--- src/heater_profile_pwm_sequencer_top_macros.svh ---
// ----------------------------------------------------------------------------
// heater profile pwm sequencer assertion macros
// concurrent checks clocked on clk_i and disabled while rst_ni is low
// ----------------------------------------------------------------------------
`ifndef HEATER_PROFILE_PWM_SEQUENCER_TOP_MACROS_SVH
`define HEATER_PROFILE_PWM_SEQUENCER_TOP_MACROS_SVH

// same-cycle implication
`define HPPS_ASSERT_IMP(lbl, ante, cons) \
  lbl: assert property (@(posedge clk_i) disable iff (!rst_ni) (ante) |-> (cons)) \
    else $error("hpps check failed");

// next-cycle implication
`define HPPS_ASSERT_NXT(lbl, ante, cons) \
  lbl: assert property (@(posedge clk_i) disable iff (!rst_ni) (ante) |=> (cons)) \
    else $error("hpps check failed");

`endif

--- src/hpps_pkg.sv ---
// ----------------------------------------------------------------------------
// hpps_pkg
// shared types and constants of the heater profile pwm sequencer
// ----------------------------------------------------------------------------
`default_nettype none

package hpps_pkg;

  localparam int ProfileSteps = 10;
  localparam int StepW        = 4;
  localparam int CountW       = 20;
  localparam int TallyW       = 16;
  localparam int SecW         = 16;
  localparam int CheckW       = 8;
  localparam int TempW        = 10;
  localparam int DutyW        = 7;
  localparam int AdcW         = 12;
  localparam int CfgDataW     = 20;
  localparam int ProdW        = 28;

  localparam logic [StepW-1:0] StepCount = StepW'(ProfileSteps);
  localparam logic [DutyW-1:0] DutyFull  = 7'd100;

  localparam logic [CountW-1:0] PeriodReset = 20'd24999;
  localparam logic [TallyW-1:0] PpsReset    = 16'd1000;
  localparam logic [CheckW-1:0] SpcReset    = 8'd10;
  localparam logic [TempW-1:0]  DeltaReset  = 10'd10;

  typedef enum logic [1:0] {
    OP_TICK = 2'd0,
    OP_LOAD = 2'd1,
    OP_FAIL = 2'd2
  } op_e;

  typedef enum logic [1:0] {
    PH_STAB  = 2'd0,
    PH_RUN   = 2'd1,
    PH_DONE  = 2'd2,
    PH_FAULT = 2'd3
  } phase_e;

  typedef enum logic [1:0] {
    CFG_PERIOD = 2'd0,
    CFG_PPS    = 2'd1,
    CFG_SPC    = 2'd2,
    CFG_DELTA  = 2'd3
  } cfg_idx_e;

  typedef struct packed {
    logic [1:0]       op;
    logic [AdcW-1:0]  adc_sample;
    logic [StepW-1:0] entry_index;
    logic [DutyW-1:0] entry_duty;
    logic [SecW-1:0]  entry_seconds;
  } in_item_t;

  typedef struct packed {
    logic             heater_on;
    logic             alarm_on;
    logic [1:0]       phase;
    logic [StepW-1:0] step_index;
    logic [DutyW-1:0] duty_now;
  } out_item_t;

  typedef struct packed {
    logic [CountW-1:0] period;
    logic [TallyW-1:0] pps;
    logic [CheckW-1:0] spc;
    logic [TempW-1:0]  delta;
  } cfg_t;

  typedef struct packed {
    phase_e            phase;
    logic [StepW-1:0]  step;
    logic [DutyW-1:0]  duty;
    logic [CountW-1:0] count;
  } status_t;

  typedef logic [ProfileSteps-1:0][SecW-1:0]  secs_arr_t;
  typedef logic [ProfileSteps-1:0][DutyW-1:0] duty_arr_t;

  function automatic logic [SecW-1:0] secs_at(secs_arr_t arr, logic [StepW-1:0] idx);
    logic [SecW-1:0] r;
    r = '0;
    for (int i = 0; i < ProfileSteps; i++) begin
      if (idx == StepW'(i)) r = r | arr[i];
    end
    return r;
  endfunction

  function automatic logic [DutyW-1:0] duty_at(duty_arr_t arr, logic [StepW-1:0] idx);
    logic [DutyW-1:0] r;
    r = '0;
    for (int i = 0; i < ProfileSteps; i++) begin
      if (idx == StepW'(i)) r = r | arr[i];
    end
    return r;
  endfunction

endpackage

`default_nettype wire

--- src/hpps_cfg.sv ---
// ----------------------------------------------------------------------------
// hpps_cfg
// configuration registers written through the plain write port
// ----------------------------------------------------------------------------
`default_nettype none

module hpps_cfg (
  input  wire logic                         clk_i,
  input  wire logic                         rst_ni,
  input  wire logic                         cfg_we_i,
  input  wire logic [1:0]                   cfg_index_i,
  input  wire logic [hpps_pkg::CfgDataW-1:0] cfg_data_i,
  output hpps_pkg::cfg_t                    cfg_o
);
  import hpps_pkg::*;

  cfg_t cfg_q, cfg_d;

  always_comb begin
    cfg_d = cfg_q;
    if (cfg_we_i) begin
      case (cfg_index_i)
        CFG_PERIOD: cfg_d.period = cfg_data_i[CountW-1:0];
        CFG_PPS:    cfg_d.pps    = cfg_data_i[TallyW-1:0];
        CFG_SPC:    cfg_d.spc    = cfg_data_i[CheckW-1:0];
        CFG_DELTA:  cfg_d.delta  = cfg_data_i[TempW-1:0];
        default:    cfg_d = cfg_q;
      endcase
    end
  end

  always_ff @(posedge clk_i or negedge rst_ni) begin
    if (!rst_ni) begin
      cfg_q.period <= PeriodReset;
      cfg_q.pps    <= PpsReset;
      cfg_q.spc    <= SpcReset;
      cfg_q.delta  <= DeltaReset;
    end else begin
      cfg_q <= cfg_d;
    end
  end

  assign cfg_o = cfg_q;

endmodule

`default_nettype wire

--- src/hpps_ctrl.sv ---
// ----------------------------------------------------------------------------
// hpps_ctrl
// timing counters, phase sequencing and profile store, one item per cycle while fire_i is high
// ----------------------------------------------------------------------------
`default_nettype none

module hpps_ctrl (
  input  wire logic          clk_i,
  input  wire logic          rst_ni,
  input  wire logic          fire_i,
  input  wire hpps_pkg::in_item_t item_i,
  input  wire hpps_pkg::cfg_t     cfg_i,
  output hpps_pkg::status_t  status_o
);
  import hpps_pkg::*;

  logic [CountW-1:0] cnt_q, cnt_d;
  logic [TallyW-1:0] tally_q, tally_d;
  logic [SecW-1:0]   es_q, es_d;
  logic [CheckW-1:0] ct_q, ct_d;
  phase_e            mode_q, mode_d;
  logic              await_q, await_d;
  logic [TempW-1:0]  prev_q, prev_d;
  logic [StepW-1:0]  step_q, step_d;
  duty_arr_t         duty_q, duty_d;
  secs_arr_t         secs_q, secs_d;

  logic [CountW-1:0] cnt_inc;
  logic [TallyW-1:0] tally_inc;
  logic [TempW-1:0]  temp;
  logic [TempW-1:0]  diff;
  logic [DutyW-1:0]  duty_sat;
  logic [DutyW-1:0]  duty_now;

  always_comb begin
    cnt_d     = cnt_q;
    tally_d   = tally_q;
    es_d      = es_q;
    ct_d      = ct_q;
    mode_d    = mode_q;
    await_d   = await_q;
    prev_d    = prev_q;
    step_d    = step_q;
    duty_d    = duty_q;
    secs_d    = secs_q;
    cnt_inc   = cnt_q + 20'd1;
    tally_inc = tally_q + 16'd1;
    temp      = item_i.adc_sample[AdcW-1:2];
    diff      = (temp > prev_q) ? (temp - prev_q) : (prev_q - temp);
    duty_sat  = (item_i.entry_duty > DutyFull) ? DutyFull : item_i.entry_duty;
    if (fire_i) begin
      case (item_i.op)
        OP_TICK: begin
          if (mode_q == PH_STAB || mode_q == PH_RUN) begin
            if (cnt_inc <= cfg_i.period && cnt_inc != '0) begin
              cnt_d = cnt_inc;
            end else begin
              cnt_d = '0;
              if (tally_inc < cfg_i.pps) begin
                tally_d = tally_inc;
              end else begin
                tally_d = '0;
                es_d    = es_q + 16'd1;
                ct_d    = ct_q + 8'd1;
                if (mode_q == PH_RUN && es_d >= secs_at(secs_q, step_q)) begin
                  es_d   = '0;
                  step_d = step_q + 4'd1;
                  if (step_d >= StepCount || secs_at(secs_q, step_d) == '0) begin
                    mode_d = PH_DONE;
                  end
                end
                if (ct_d >= cfg_i.spc) begin
                  ct_d = '0;
                  if (mode_q == PH_STAB) begin
                    if (await_q) begin
                      await_d = 1'b0;
                    end else if (diff < cfg_i.delta) begin
                      mode_d = PH_RUN;
                      es_d   = '0;
                      step_d = '0;
                      if (secs_q[0] == '0) mode_d = PH_DONE;
                    end
                    prev_d = temp;
                  end
                end
              end
            end
          end
        end
        OP_LOAD: begin
          if (mode_q != PH_FAULT) begin
            for (int i = 0; i < ProfileSteps; i++) begin
              if (item_i.entry_index == StepW'(i)) begin
                duty_d[i] = duty_sat;
                secs_d[i] = item_i.entry_seconds;
              end
            end
          end
        end
        OP_FAIL: mode_d = PH_FAULT;
        default: mode_d = mode_q;
      endcase
    end
  end

  always_comb begin
    if (mode_d == PH_RUN && step_d < StepCount) begin
      duty_now = duty_at(duty_d, step_d);
    end else begin
      duty_now = '0;
    end
  end

  always_ff @(posedge clk_i or negedge rst_ni) begin
    if (!rst_ni) begin
      cnt_q   <= '0;
      tally_q <= '0;
      es_q    <= '0;
      ct_q    <= '0;
      mode_q  <= PH_STAB;
      await_q <= 1'b1;
      prev_q  <= '0;
      step_q  <= '0;
      duty_q  <= '0;
      secs_q  <= '0;
    end else begin
      cnt_q   <= cnt_d;
      tally_q <= tally_d;
      es_q    <= es_d;
      ct_q    <= ct_d;
      mode_q  <= mode_d;
      await_q <= await_d;
      prev_q  <= prev_d;
      step_q  <= step_d;
      duty_q  <= duty_d;
      secs_q  <= secs_d;
    end
  end

  assign status_o.phase = mode_d;
  assign status_o.step  = step_d;
  assign status_o.duty  = duty_now;
  assign status_o.count = cnt_d;

endmodule

`default_nettype wire

--- src/hpps_pwm.sv ---
// ----------------------------------------------------------------------------
// hpps_pwm
// heater level from period count and duty, compared without a divider
// ----------------------------------------------------------------------------
`default_nettype none

module hpps_pwm (
  input  wire hpps_pkg::status_t           status_i,
  input  wire logic [hpps_pkg::CountW-1:0] period_i,
  output logic                           heater_o
);
  import hpps_pkg::*;

  logic [CountW:0]  cnt_p1;
  logic [CountW:0]  per_p1;
  logic [ProdW-1:0] lhs;
  logic [ProdW-1:0] rhs;

  // count < floor(len * duty / 100) is the same as 100 * (count + 1) <= len * duty
  assign cnt_p1 = {1'b0, status_i.count} + 21'd1;
  assign per_p1 = {1'b0, period_i} + 21'd1;
  assign lhs    = ProdW'(cnt_p1) * ProdW'(DutyFull);
  assign rhs    = ProdW'(per_p1) * ProdW'(status_i.duty);

  always_comb begin
    if (status_i.duty == '0) begin
      heater_o = 1'b0;
    end else if (status_i.duty >= DutyFull) begin
      heater_o = 1'b1;
    end else begin
      heater_o = (lhs <= rhs);
    end
  end

endmodule

`default_nettype wire

--- src/heater_profile_pwm_sequencer_top.sv ---
// ----------------------------------------------------------------------------
// heater_profile_pwm_sequencer_top
// ramp and soak heater controller with pwm drive and power-fail latch
// ----------------------------------------------------------------------------
// Items arrive on the in channel (in_valid_i, in_stall_o, in_item_i): a
// clock tick, a profile entry load or a power-fail event. Each item gives
// exactly one result on the out channel (out_valid_o, out_stall_i,
// out_item_o) with the heater level, alarm, phase, step and applied duty.
// An accepted item lands in an input register; once the output register can
// advance, the whole update is done and the result is written to the output
// register, where it is held until it is taken. One item per cycle is
// sustained while out_stall_i is low; the rate is set by the single state
// update per cycle.
// A stalled result holds in the output register while one more item waits
// in the input register; in_stall_o rises only when both are full.
// Configuration writes (cfg_we_i, cfg_index_i, cfg_data_i) are registered and
// are to be made only while no item is in flight; the block does not enforce it.
// Reset clears all counters, the profile store and the valid flags of both
// registers, restores the default configuration and starts in the stabilising phase.
// ----------------------------------------------------------------------------
`default_nettype none
`include "heater_profile_pwm_sequencer_top_macros.svh"

module heater_profile_pwm_sequencer_top (
  input  wire logic                          clk_i,
  input  wire logic                          rst_ni,
  input  wire logic                          in_valid_i,
  output logic                               in_stall_o,
  input  wire hpps_pkg::in_item_t            in_item_i,
  output logic                               out_valid_o,
  input  wire logic                          out_stall_i,
  output hpps_pkg::out_item_t                out_item_o,
  input  wire logic                          cfg_we_i,
  input  wire logic [1:0]                    cfg_index_i,
  input  wire logic [hpps_pkg::CfgDataW-1:0] cfg_data_i
);
  import hpps_pkg::*;

  logic      in_valid_q, in_valid_d;
  in_item_t  in_item_q;
  logic      out_valid_q, out_valid_d;
  out_item_t out_item_q, out_item_d;
  logic      advance;
  logic      fire;
  logic      in_accept;
  logic      heater;
  logic      out_fault;
  cfg_t      cfg;
  status_t   status;

  assign advance   = !out_valid_q || !out_stall_i;
  assign fire      = in_valid_q && advance;
  assign in_stall_o = in_valid_q && !advance;
  assign in_accept = in_valid_i && !in_stall_o;

  always_comb begin
    in_valid_d = in_valid_q;
    if (in_accept) begin
      in_valid_d = 1'b1;
    end else if (fire) begin
      in_valid_d = 1'b0;
    end
    out_valid_d = out_valid_q;
    if (fire) begin
      out_valid_d = 1'b1;
    end else if (advance) begin
      out_valid_d = 1'b0;
    end
  end

  always_comb begin
    out_item_d.heater_on  = heater;
    out_item_d.alarm_on   = (status.phase == PH_FAULT);
    out_item_d.phase      = status.phase;
    out_item_d.step_index = status.step;
    out_item_d.duty_now   = status.duty;
  end

  always_ff @(posedge clk_i or negedge rst_ni) begin
    if (!rst_ni) begin
      in_valid_q  <= 1'b0;
      out_valid_q <= 1'b0;
    end else begin
      in_valid_q  <= in_valid_d;
      out_valid_q <= out_valid_d;
    end
  end

  always_ff @(posedge clk_i) begin
    if (in_accept) in_item_q <= in_item_i;
    if (fire) out_item_q <= out_item_d;
  end

  hpps_cfg u_cfg (
    .clk_i       (clk_i),
    .rst_ni      (rst_ni),
    .cfg_we_i    (cfg_we_i),
    .cfg_index_i (cfg_index_i),
    .cfg_data_i  (cfg_data_i),
    .cfg_o       (cfg)
  );

  hpps_ctrl u_ctrl (
    .clk_i    (clk_i),
    .rst_ni   (rst_ni),
    .fire_i   (fire),
    .item_i   (in_item_q),
    .cfg_i    (cfg),
    .status_o (status)
  );

  hpps_pwm u_pwm (
    .status_i (status),
    .period_i (cfg.period),
    .heater_o (heater)
  );

  assign out_valid_o = out_valid_q;
  assign out_item_o  = out_item_q;
  assign out_fault   = (out_item_o.phase == PH_FAULT);

  `HPPS_ASSERT_IMP(a_alarm_fault, out_valid_o, out_item_o.alarm_on == out_fault)
  `HPPS_ASSERT_IMP(a_heater_run, out_valid_o && out_item_o.phase != PH_RUN, !out_item_o.heater_on)
  `HPPS_ASSERT_NXT(a_fault_latch, out_valid_o && out_fault, !out_valid_o || out_fault)
  `HPPS_ASSERT_IMP(a_stall_full, in_stall_o, in_valid_q && out_valid_q)

endmodule

`default_nettype wire
--- config.mk ---
export PLATFORM = sky130hd
export DESIGN_NAME = heater_profile_pwm_sequencer_top
export DESIGN_NICKNAME = d
export VERILOG_FILES = /design/src/hpps_pkg.sv /design/src/hpps_cfg.sv /design/src/hpps_ctrl.sv /design/src/hpps_pwm.sv /design/src/heater_profile_pwm_sequencer_top.sv
export VERILOG_INCLUDE_DIRS = /design/src /design/src/src
export SDC_FILE = /design/constraint.sdc
export NUM_CORES = 1
export LEC_CHECK = 0
export BUFFER_PORTS_ARGS = -buffer_cell sky130_fd_sc_hd__buf_2
export CAP_MARGIN = 15
export CORE_UTILIZATION = 59
export DETAILED_ROUTE_END_ITERATION = 8
export MAX_ROUTING_LAYER = met4
export PLACE_DENSITY = 0.78
export SLEW_MARGIN = 20
export SYNTH_ARGS = -nofsm -noshare
export SYNTH_HDL_FRONTEND = slang
export SYNTH_SLANG_ARGS = --single-unit
--- constraint.sdc ---
create_clock -name clk_i -period 40.1 [get_ports clk_i]
set_clock_uncertainty 0.15 [all_clocks]
set_input_delay 8.02 -clock clk_i [delete_from_list [all_inputs] [get_ports clk_i]]
set_output_delay 8.02 -clock clk_i [all_outputs]
set_load 0.01 [all_outputs]
==> results.cfg, run 1 <==
[status]
status = finished, final reports clean

[cts]
htree_num_levels = 2
insertion_delay_ns = 0.61
cts_tree = built
cts_hold_buf = 0
cts_made_buffers = 46
cts_post_setup_buffers_inserted = 0
ctsResizeCount = 0
cts.sinks = 417
cts-root-buf = clkbuf_16
cts_buffer_depth = 3
clkTransAtPathRegs_ns = 0.06

[synthesis]
synth.largest_area_cell = dfrtp_1
ys_top_cells_by_count = nand2_1 (606), dfrtp_1 (344), ha_1 (238), inv_1 (236), nor2_1 (214)
synth_top_area_share = 0.293
synth_edf_count = 54
yosysMostFrequentCell = nand2_1
synth_cells = 3210
synth_warnings = 0
avgSynthCellArea_um2 = 9.15
synth.area.top_cells = dfrtp_1 (29%), ha_1 (10%), nand2_1 (7.7%)
synth_area_um2 = 29400
seq_area_frac_synth = 0.365
syn_nets = 3628
async_flop_share = 0.871
synth.distinct_cells = 100
ys_ff_latch = 417
ys.flop_type = dfrtp_1

[floorplanning]
fp-row-count = 81
initial_core_util = 0.599
die_w_um = 225
die_y_um = 225
ios = 85
dieArea_um2 = 50700
coreArea_um2 = 49100

[worst_setup_path]
setup.worst_path.class = input port to flip-flop
reg2reg_slack_ns = 24.12
crit_arrival_ns = 19.87
timing.rr.start = in_item_q[29]
cp_slowest_cell = inv_1
r2r_end = out_item_o[14]
max_stage_delay_ns = 0.57
critical-path-top-cell-by-count = inv_1
cp-start-kind = input port
critPathMaxFanout = 20
worst_r2r_path_depth = 59
cp_data_required_time_ns = 40.28
end_kind = flip-flop

[route]
ant_nets = 0
wire_per_inst_um = 20.1
dr.pass1.iters = 6
drc = 0
via_count = 24300
wl_um = 78900
via_per_inst = 6.18
drt_iter0_drc = 2742

[global_routing]
grtUsageTotal = 0.328
antenna_found_initial = 2
grt_max_degree = 107
grt-ovfl-total = 0
grt_pass1_wl_um = 127000
grt_pass1_vias = 24100

[place]
place_congestion = 0.970
place_hpwl_um = 58200
io_buffers = 82

[sta]
drv_slew = 0
period_minus_slack_ns = 19.69
slew_headroom = 0.209
worst_slew_pin_slew_ns = 1.18
post-route-period-util = 0.491
setup_viol = 0
max_freq_mhz = 50.8
rsz0062_at_grt = no
final-hold-violation-count = 0
fin_setup_tns_ns = 0

[worst_hold_path]
hold_start = u_ctrl.duty_q[68]
min_path_type = flip-flop to flip-flop
hold_depth = 2
min_to = u_ctrl.duty_q[68]

[finish]
final_layout_size_suffix_gt1_frac = 0.111
area_growth_pct = 8.07
fin_nets = 3641

[power_and_ir_drop]
finalPower_mw = 1.32
p_per_area_nw_per_um2 = 41.6
p_leak_nw = 15.7
peakVddDrop_uv = 43.7

[flow_run]
cap_viol_max_count = 0
[metal layers]
| metal | track usage | wire length, µm | up-vias |
|---|---|---|---|
| li1 | - | - | 11100 |
| met1 | 0.444 | 33600 | 11900 |
| met2 | 0.500 | 36000 | 1126 |
| met3 | 0.0626 | 6900 | 196 |
| met4 | 0.104 | 2420 | 0 |
| met5 | - | 0 | - |
[cells by family (layout without fill, tap and decap cells)]
kind of cell	Yosys count	after routing	synth area share
multiplexers	112	112	0.0424
adder cells (fa/ha/maj)	350	350	0.178
flip-flops	417	417	0.365
XOR/XNOR	139	139	0.0414
other	0	1	0
buffers and inverters	390	441	0.0529
AO/OA/AOI/OAI	561	561	0.126
AND/OR/NAND/NOR	1241	1241	0.194
[sequential cells by signal, summed over array words and instances, names as in the netlist]
| name | count |
|---|---|
| u_ctrl.duty_q | 70 |
| u_ctrl.ct_q | 8 |
| u_ctrl.es_q | 16 |
| out_item_o | 15 |
| u_cfg.cfg_o | 54 |
| u_ctrl.tally_q | 16 |
| out_valid_o | 1 |
| u_ctrl.prev_q | 10 |
| u_ctrl.step_q | 4 |
| in_item_q | 39 |
| u_ctrl.secs_q | 160 |
| u_ctrl.mode_q | 2 |
| u_ctrl.cnt_q | 20 |
| in_valid_q | 1 |
| u_ctrl.await_q | 1 |
[layout by cell type (no fill, tap or decap), drive strengths merged, types with 8 or more instances in the layout]
cell type	netlist	layout
a211o	9	9
a211oi	8	8
a21o	35	35
a21oi	91	91
a221oi	29	29
a22o	34	34
a22oi	35	35
a31oi	14	14
and2	18	18
and3	50	50
and4	9	9
buf	40	116
clkbuf	111	62
clkinv	2	21
dfrtp	344	344
dfstp	19	19
edfxtp	54	54
fa	112	112
ha	238	238
inv	237	240
mux2	94	94
mux2i	18	18
nand2	608	608
nand2b	52	52
nand3	80	80
nand4	33	33
nor2	214	214
nor2b	24	24
nor3	48	48
nor4	41	41
o211ai	9	9
o21a	10	10
o21ai	195	195
o21bai	9	9
or2	25	25
or3	10	10
or4	15	15
xnor2	89	89
xor2	50	50
[critical path: cells and delay by family]
family / cells / cell delay, ns
fa+ha+maj: 6 / 2.65
compound gates: 16 / 3.31
buf+inv: 7 / 1.30
simple gates: 15 / 4.56
[area by class of cell]
| class | count | area, µm² |
|---|---|---|
| diodes | 1 | 2.50 |
| clock buffers | 62 | 1300 |
| clock inverters | 24 | 173 |
| fillers | 4021 | 17300 |
| inverters | 239 | 897 |
| multi-input cells | 2403 | 17100 |
| flip-flops and latches | 417 | 10700 |
| well taps | 664 | 831 |
| repair buffers | 116 | 676 |
[power breakdown]
part / switching, mW / leakage (nW) / internal, mW
clock network: 0.182 / 0.742 / 0.236
registers: 0.0466 / 5.26 / 0.481
logic: 0.220 / 9.74 / 0.156
total: 0.449 / 15.7 / 0.873
[worst max-delay path by stage]
| stage | startpoint | to | slack (ns) | depth (start not counted) |
|---|---|---|---|---|
| final | out_stall_i | out_item_o[14] | 20.41 | 44 |
| after global routing | out_stall_i | out_item_o[14] | 19.81 | 44 |
| after CTS | out_stall_i | out_item_o[14] | 20.46 | 44 |
| after detailed placement | out_stall_i | out_item_o[14] | 19.87 | 44 |
| after global placement | out_stall_i | out_item_o[14] | 20.21 | 44 |
| after floorplan | out_stall_i | out_item_o[14] | 22.61 | 40 |
[stage by stage]
stage                     instances  setup slack [ns]  utilization  hold slack [ns]  cell area, µm²
after CTS                      3925             20.46        0.647            0.326           31700
final                          3926             20.41        0.647            0.329           31800
after global routing           3926             19.81        0.647            0.332           31800
after floorplan                3210             22.61            -            0.284           29400
after detailed placement       3839             19.87        0.617            0.311           30300
after global placement         3839             20.21        0.617            0.298           30300
Note: power is estimated with default switching activity, not from simulation.
==> run 2, diff against run 1 <==
Settings changed: CORE_UTILIZATION 59 to 58, PLACE_DENSITY 0.78 to 0.8.
Clock period 40.1 ns to 15.88 ns, I/O delays scaled along.
==> results.cfg, run 2 (same netlist as run 1, synthesis figures left out) <==
[status]
status = finished, final reports clean

[power_and_ir_drop]
p_per_area_nw_per_um2 = 106
finalPower_mw = 3.37
peakVddDrop_uv = 124
p_leak_nw = 15.8

[sta]
max_freq_mhz = 68.1
period_minus_slack_ns = 14.69
rsz0062_at_grt = no
fin_setup_tns_ns = 0
drv_slew = 0
final-hold-violation-count = 0
post-route-period-util = 0.925
hold_slack_ns = 0.323
setup_viol = 0
slew_headroom = 0.197
fin_ws_ns = 1.19
worst_slew_pin_slew_ns = 1.20

[place]
dpl_worst_slack_ns = 1.34
place_congestion = 0.988
place_hpwl_um = 58900
io_buffers = 82
postPlaceCellArea_um2 = 30300

[cts]
insertion_delay_ns = 0.61
cts-root-buf = clkbuf_16
ctsResizeCount = 0
htree_num_levels = 2
cts_tree = built
cts_hold_buf = 0
cts_post_setup_buffers_inserted = 0
cts.sinks = 417
cts_made_buffers = 47
cts_buffer_depth = 3
clkTransAtPathRegs_ns = 0.06

[worst_setup_path]
max_stage_delay_ns = 0.57
cp_slowest_cell = nor4_1
critPathMaxFanout = 18
crit_arrival_ns = 14.87
cp-start-kind = flip-flop
setup.worst_path.class = flip-flop to flip-flop
critical-path-top-cell-by-count = inv_1
end_kind = flip-flop
cp_data_required_time_ns = 16.05

[finish]
fillCellCount = 4062
seqCellArea_um2 = 10700
largest-register = u_ctrl.secs_q
area_growth_pct = 8.48
largest_register_ffs = 160
final_cell_mix = nand2_1 (606), dfrtp_1 (344), ha_1 (238), inv_1 (236), nor2_1 (214)
multi_input_comb_area_um2 = 17200
layout_commonest_cell = nand2_1
fin_nets = 3645
diodes = 0
design_area_um2 = 31900
final_layout_size_suffix_gt1_frac = 0.110

[route]
via_per_inst = 6.15
drt_iter0_drc = 2580
wire_per_inst_um = 20.4
wl_um = 80100
via_count = 24200
dr.pass1.iters = 6
drc = 0
ant_nets = 0

[global_routing]
grt_use_met1 = 0.434
antenna_found_initial = 0
grt_use_met3 = 0.0643
grtUsageTotal = 0.329
gr-max-usage-layer = met2
grt_pass1_wl_um = 129000
grt_util_met2 = 0.507
grt_max_degree = 177
grt_pass1_vias = 24200
grt-ovfl-total = 0

[floorplanning]
fp-row-count = 82
die_y_um = 227
dieArea_um2 = 51600
initial_core_util = 0.587
die_w_um = 227
coreArea_um2 = 50100
ios = 85

[flow_run]
cap_viol_max_count = 0

[worst_hold_path]
min_path_type = flip-flop to flip-flop
[run 2: changes by cell type in the layout (fill, tap and decap cells not counted), sizes merged]
| cell | change |
|---|---|
| clkinvlp | -1 |
| clkbuf | +10 |
| clkinv | -9 |
| bufinv | +1 |
| buf | +3 |
| diode | -1 |
[run 2: layer usage]
| layer | vias to the layer above | wire [µm] |
|---|---|---|
| met1 | 11800 | 33800 |
| li1 | 11100 | - |
| met5 | - | 0 |
| met4 | 0 | 2720 |
| met2 | 1082 | 36900 |
| met3 | 187 | 6730 |
[run 2: power by group]
group          total (mW)  switching (mW)  internal [mW]
sequential           1.33           0.118           1.21
clock                1.09           0.456          0.631
combinational       0.951           0.558          0.393
total                3.37            1.13           2.24
[run 2: through the flow]
step | util | instances
after floorplan | - | 3210
after global placement | 0.605 | 3850
after detailed placement | 0.605 | 3850
after CTS | 0.636 | 3937
after global routing | 0.637 | 3937
final | 0.637 | 3937
[run 2: area by class of cell]
cell class | instances | area share
flip-flops and latches | 417 | 0.337
multi-input cells | 2403 | 0.538
inverters | 239 | 0.0281
clock buffers | 72 | 0.0430
repair buffers | 119 | 0.0223
well taps | 672 | 0.0264
clock inverters | 15 | 0.00530
[run 2: final timing paths]
path                               start                 to  slack, ns  cells after the start
setup / recovery           in_item_q[29]     out_item_o[14]       1.19                     60
hold / removal                in_valid_q        out_valid_o       0.32                      1
setup reg to reg           in_item_q[29]     out_item_o[14]       1.19                     60
hold reg to reg               in_valid_q        out_valid_o       0.32                      1
max in group asynchronous         rst_ni   u_ctrl.prev_q[0]      11.52                      2
min in group asynchronous         rst_ni  u_ctrl.duty_q[45]       2.48                      1
[run 2: worst max-delay path, delay by kind of cell, from the launching register on]
family | cells | cell delay, ns
buffers and inverters | 9 | 0.99
multiplexers | 1 | 0.14
XOR/XNOR | 1 | 0.17
adder cells (fa/ha/maj) | 9 | 3.38
AO/OA/AOI/OAI | 27 | 5.55
AND/OR/NAND/NOR | 13 | 3.65
flip-flops | 1 | 0.41
==> run 3, diff against run 2 <==
Settings changed: ABC_AREA set to 1.
==> results.cfg, run 3 <==
[synthesis]
synth_area_um2 = 29100
synth_warnings = 0
synth_top_area_share = 0.296
synth.distinct_cells = 63
ys_top_cells_by_count = nand2_1 (777), inv_1 (496), o21ai_0 (455), dfrtp_1 (344), nor2_1 (298)
synth.largest_area_cell = dfrtp_1
async_flop_share = 0.871
synth.area.top_cells = dfrtp_1 (30%), ha_1 (10%), nand2_1 (10%)
synth_cells = 3584
ys_ff_latch = 417
syn_nets = 4002
ys.flop_type = dfrtp_1
yosysMostFrequentCell = nand2_1
synth_edf_count = 54
avgSynthCellArea_um2 = 8.12
seq_area_frac_synth = 0.369

[global_routing]
grt_pass1_wl_um = 127000
grt_use_met1 = 0.457
grt_max_degree = 169
grt_use_met3 = 0.0528
grt_pass1_vias = 24100
grt-ovfl-total = 0
grtUsageTotal = 0.327
grt_util_met2 = 0.486
antenna_found_initial = 1
gr-max-usage-layer = met2

[sta]
final-hold-violation-count = 0
rsz0062_at_grt = no
drv_slew = 0
max_freq_mhz = 68.0
worst_slew_pin_slew_ns = 1.12
period_minus_slack_ns = 14.71
setup_viol = 0
fin_setup_tns_ns = 0
slew_headroom = 0.248
hold_slack_ns = 0.308
post-route-period-util = 0.926

[place]
io_buffers = 82
place_congestion = 1.03
place_inst = 4265
place_hpwl_um = 57300

[worst_setup_path]
setup.worst_path.class = flip-flop to flip-flop
critical-path-top-cell-by-count = nand2_1
cp-start-kind = flip-flop
end_kind = flip-flop
critPathMaxFanout = 16
max_stage_delay_ns = 0.86
cp_data_required_time_ns = 16.10
crit_family = simple AND/OR/NAND/NOR gates
crit_arrival_ns = 14.92
critPathBufInv = 11
cp_slowest_cell = nor2_1

[floorplanning]
coreArea_um2 = 49300
initial_core_util = 0.591
fp-row-count = 81
die_y_um = 226
dieArea_um2 = 51100
ios = 85
die_w_um = 226

[finish]
layout_commonest_cell = nand2_1
largest-register = u_ctrl.secs_q
final_cells = 4352
utilization = 0.644
largest_register_ffs = 160
final_cell_mix = nand2_1 (777), inv_1 (496), o21ai_0 (455), dfrtp_1 (344), nor2_1 (298)
fin_nets = 4067
area_growth_pct = 9.01
final_layout_size_suffix_gt1_frac = 0.0792

[route]
via_per_inst = 5.75
dr.pass1.iters = 6
via_count = 25000
drc = 0
ant_nets = 0
drt_iter0_drc = 2795
wl_um = 78300
wire_per_inst_um = 18.0

[power_and_ir_drop]
peakVddDrop_uv = 94.9
p_per_area_nw_per_um2 = 78.0
p_leak_nw = 16.0

[cts]
cts_made_buffers = 46
cts_hold_buf = 0
clkTransAtPathRegs_ns = 0.07
cts_post_setup_buffers_inserted = 0
htree_num_levels = 2
ctsResizeCount = 0
cts.sinks = 417
insertion_delay_ns = 0.60
cts_tree = built
cts_buffer_depth = 3
cts-root-buf = clkbuf_16

[status]
status = finished, final reports clean

[flow_run]
cap_viol_max_count = 0

[worst_hold_path]
min_path_type = flip-flop to flip-flop
[run 3: cell count changes in the layout (fill, tap and decap cells not counted), sizes merged, moves of 69 or more]
cell and delta:
inv +280, o21ai +269, nand2 +191, nor2 +100
mux2 -94, nand3 +75, xnor2 -72, a21oi +69
[run 3: cell families after synthesis]
kind of cell	share of synthesized area
mux	0.000344
flops	0.369
fa+ha+maj	0.179
compound gates	0.137
buf+inv	0.0831
simple gates	0.196
xor+xnor	0.0355
[run 3: power breakdown]
part,switching (mW),internal (mW)
Sequential,0.0258,1.12
Combinational,0.155,0.0607
Clock,0.460,0.650
Total,0.641,1.83
[run 3: cell type report]
| type | instances | area (µm²) |
|---|---|---|
| Tap cell | 664 | 831 |
| Clock inverter | 19 | 221 |
| Antenna cell | 1 | 2.50 |
| Inverter | 526 | 1980 |
| Fill cell | 4240 | 17500 |
| Clock buffer | 67 | 1330 |
| Timing Repair Buffer | 113 | 666 |
| Multi-Input combinational cell | 2545 | 16000 |
| Sequential cell | 417 | 10700 |
[run 3: layer usage]
layer	share of wire	wire length, µm
met5	0	0
met4	0.031	2390
met1	0.44	34100
met2	0.44	34600
met3	0.092	7220
[run 3: metrics by stage]
step / power (mW) / area [µm²] / setup slack [ns]
6_report: 2.47 / 31700 / 1.17
5_1_grt: 2.56 / 31700 / 0.0231
4_1_cts: 2.48 / 31700 / 1.38
3_5_place_dp: 1.38 / 30200 / 1.45
3_3_place_gp: 1.37 / 30200 / 1.69
2_1_floorplan: 1.28 / 29100 / 4.18
[run 3: path summary, 6_finish.rpt]
| check | from | end | slack, ns | cells after the start |
|---|---|---|---|---|
| max | in_item_q[29] | out_item_o[14] | 1.17 | 67 |
| min | u_ctrl.await_q | u_ctrl.await_q | 0.31 | 2 |
| max reg2reg | in_item_q[29] | out_item_o[14] | 1.17 | 67 |
| min reg2reg | u_ctrl.await_q | u_ctrl.await_q | 0.31 | 2 |
| max in group asynchronous | rst_ni | u_ctrl.secs_q[134] | 11.56 | 2 |
| min in group asynchronous | rst_ni | u_ctrl.secs_q[88] | 2.54 | 1 |
[run 3: worst min-delay path: stages, from the launching register on]
cell and delay [ns]:
dfstp_2 0.37, nand2_1 0.05, inv_1 0.04
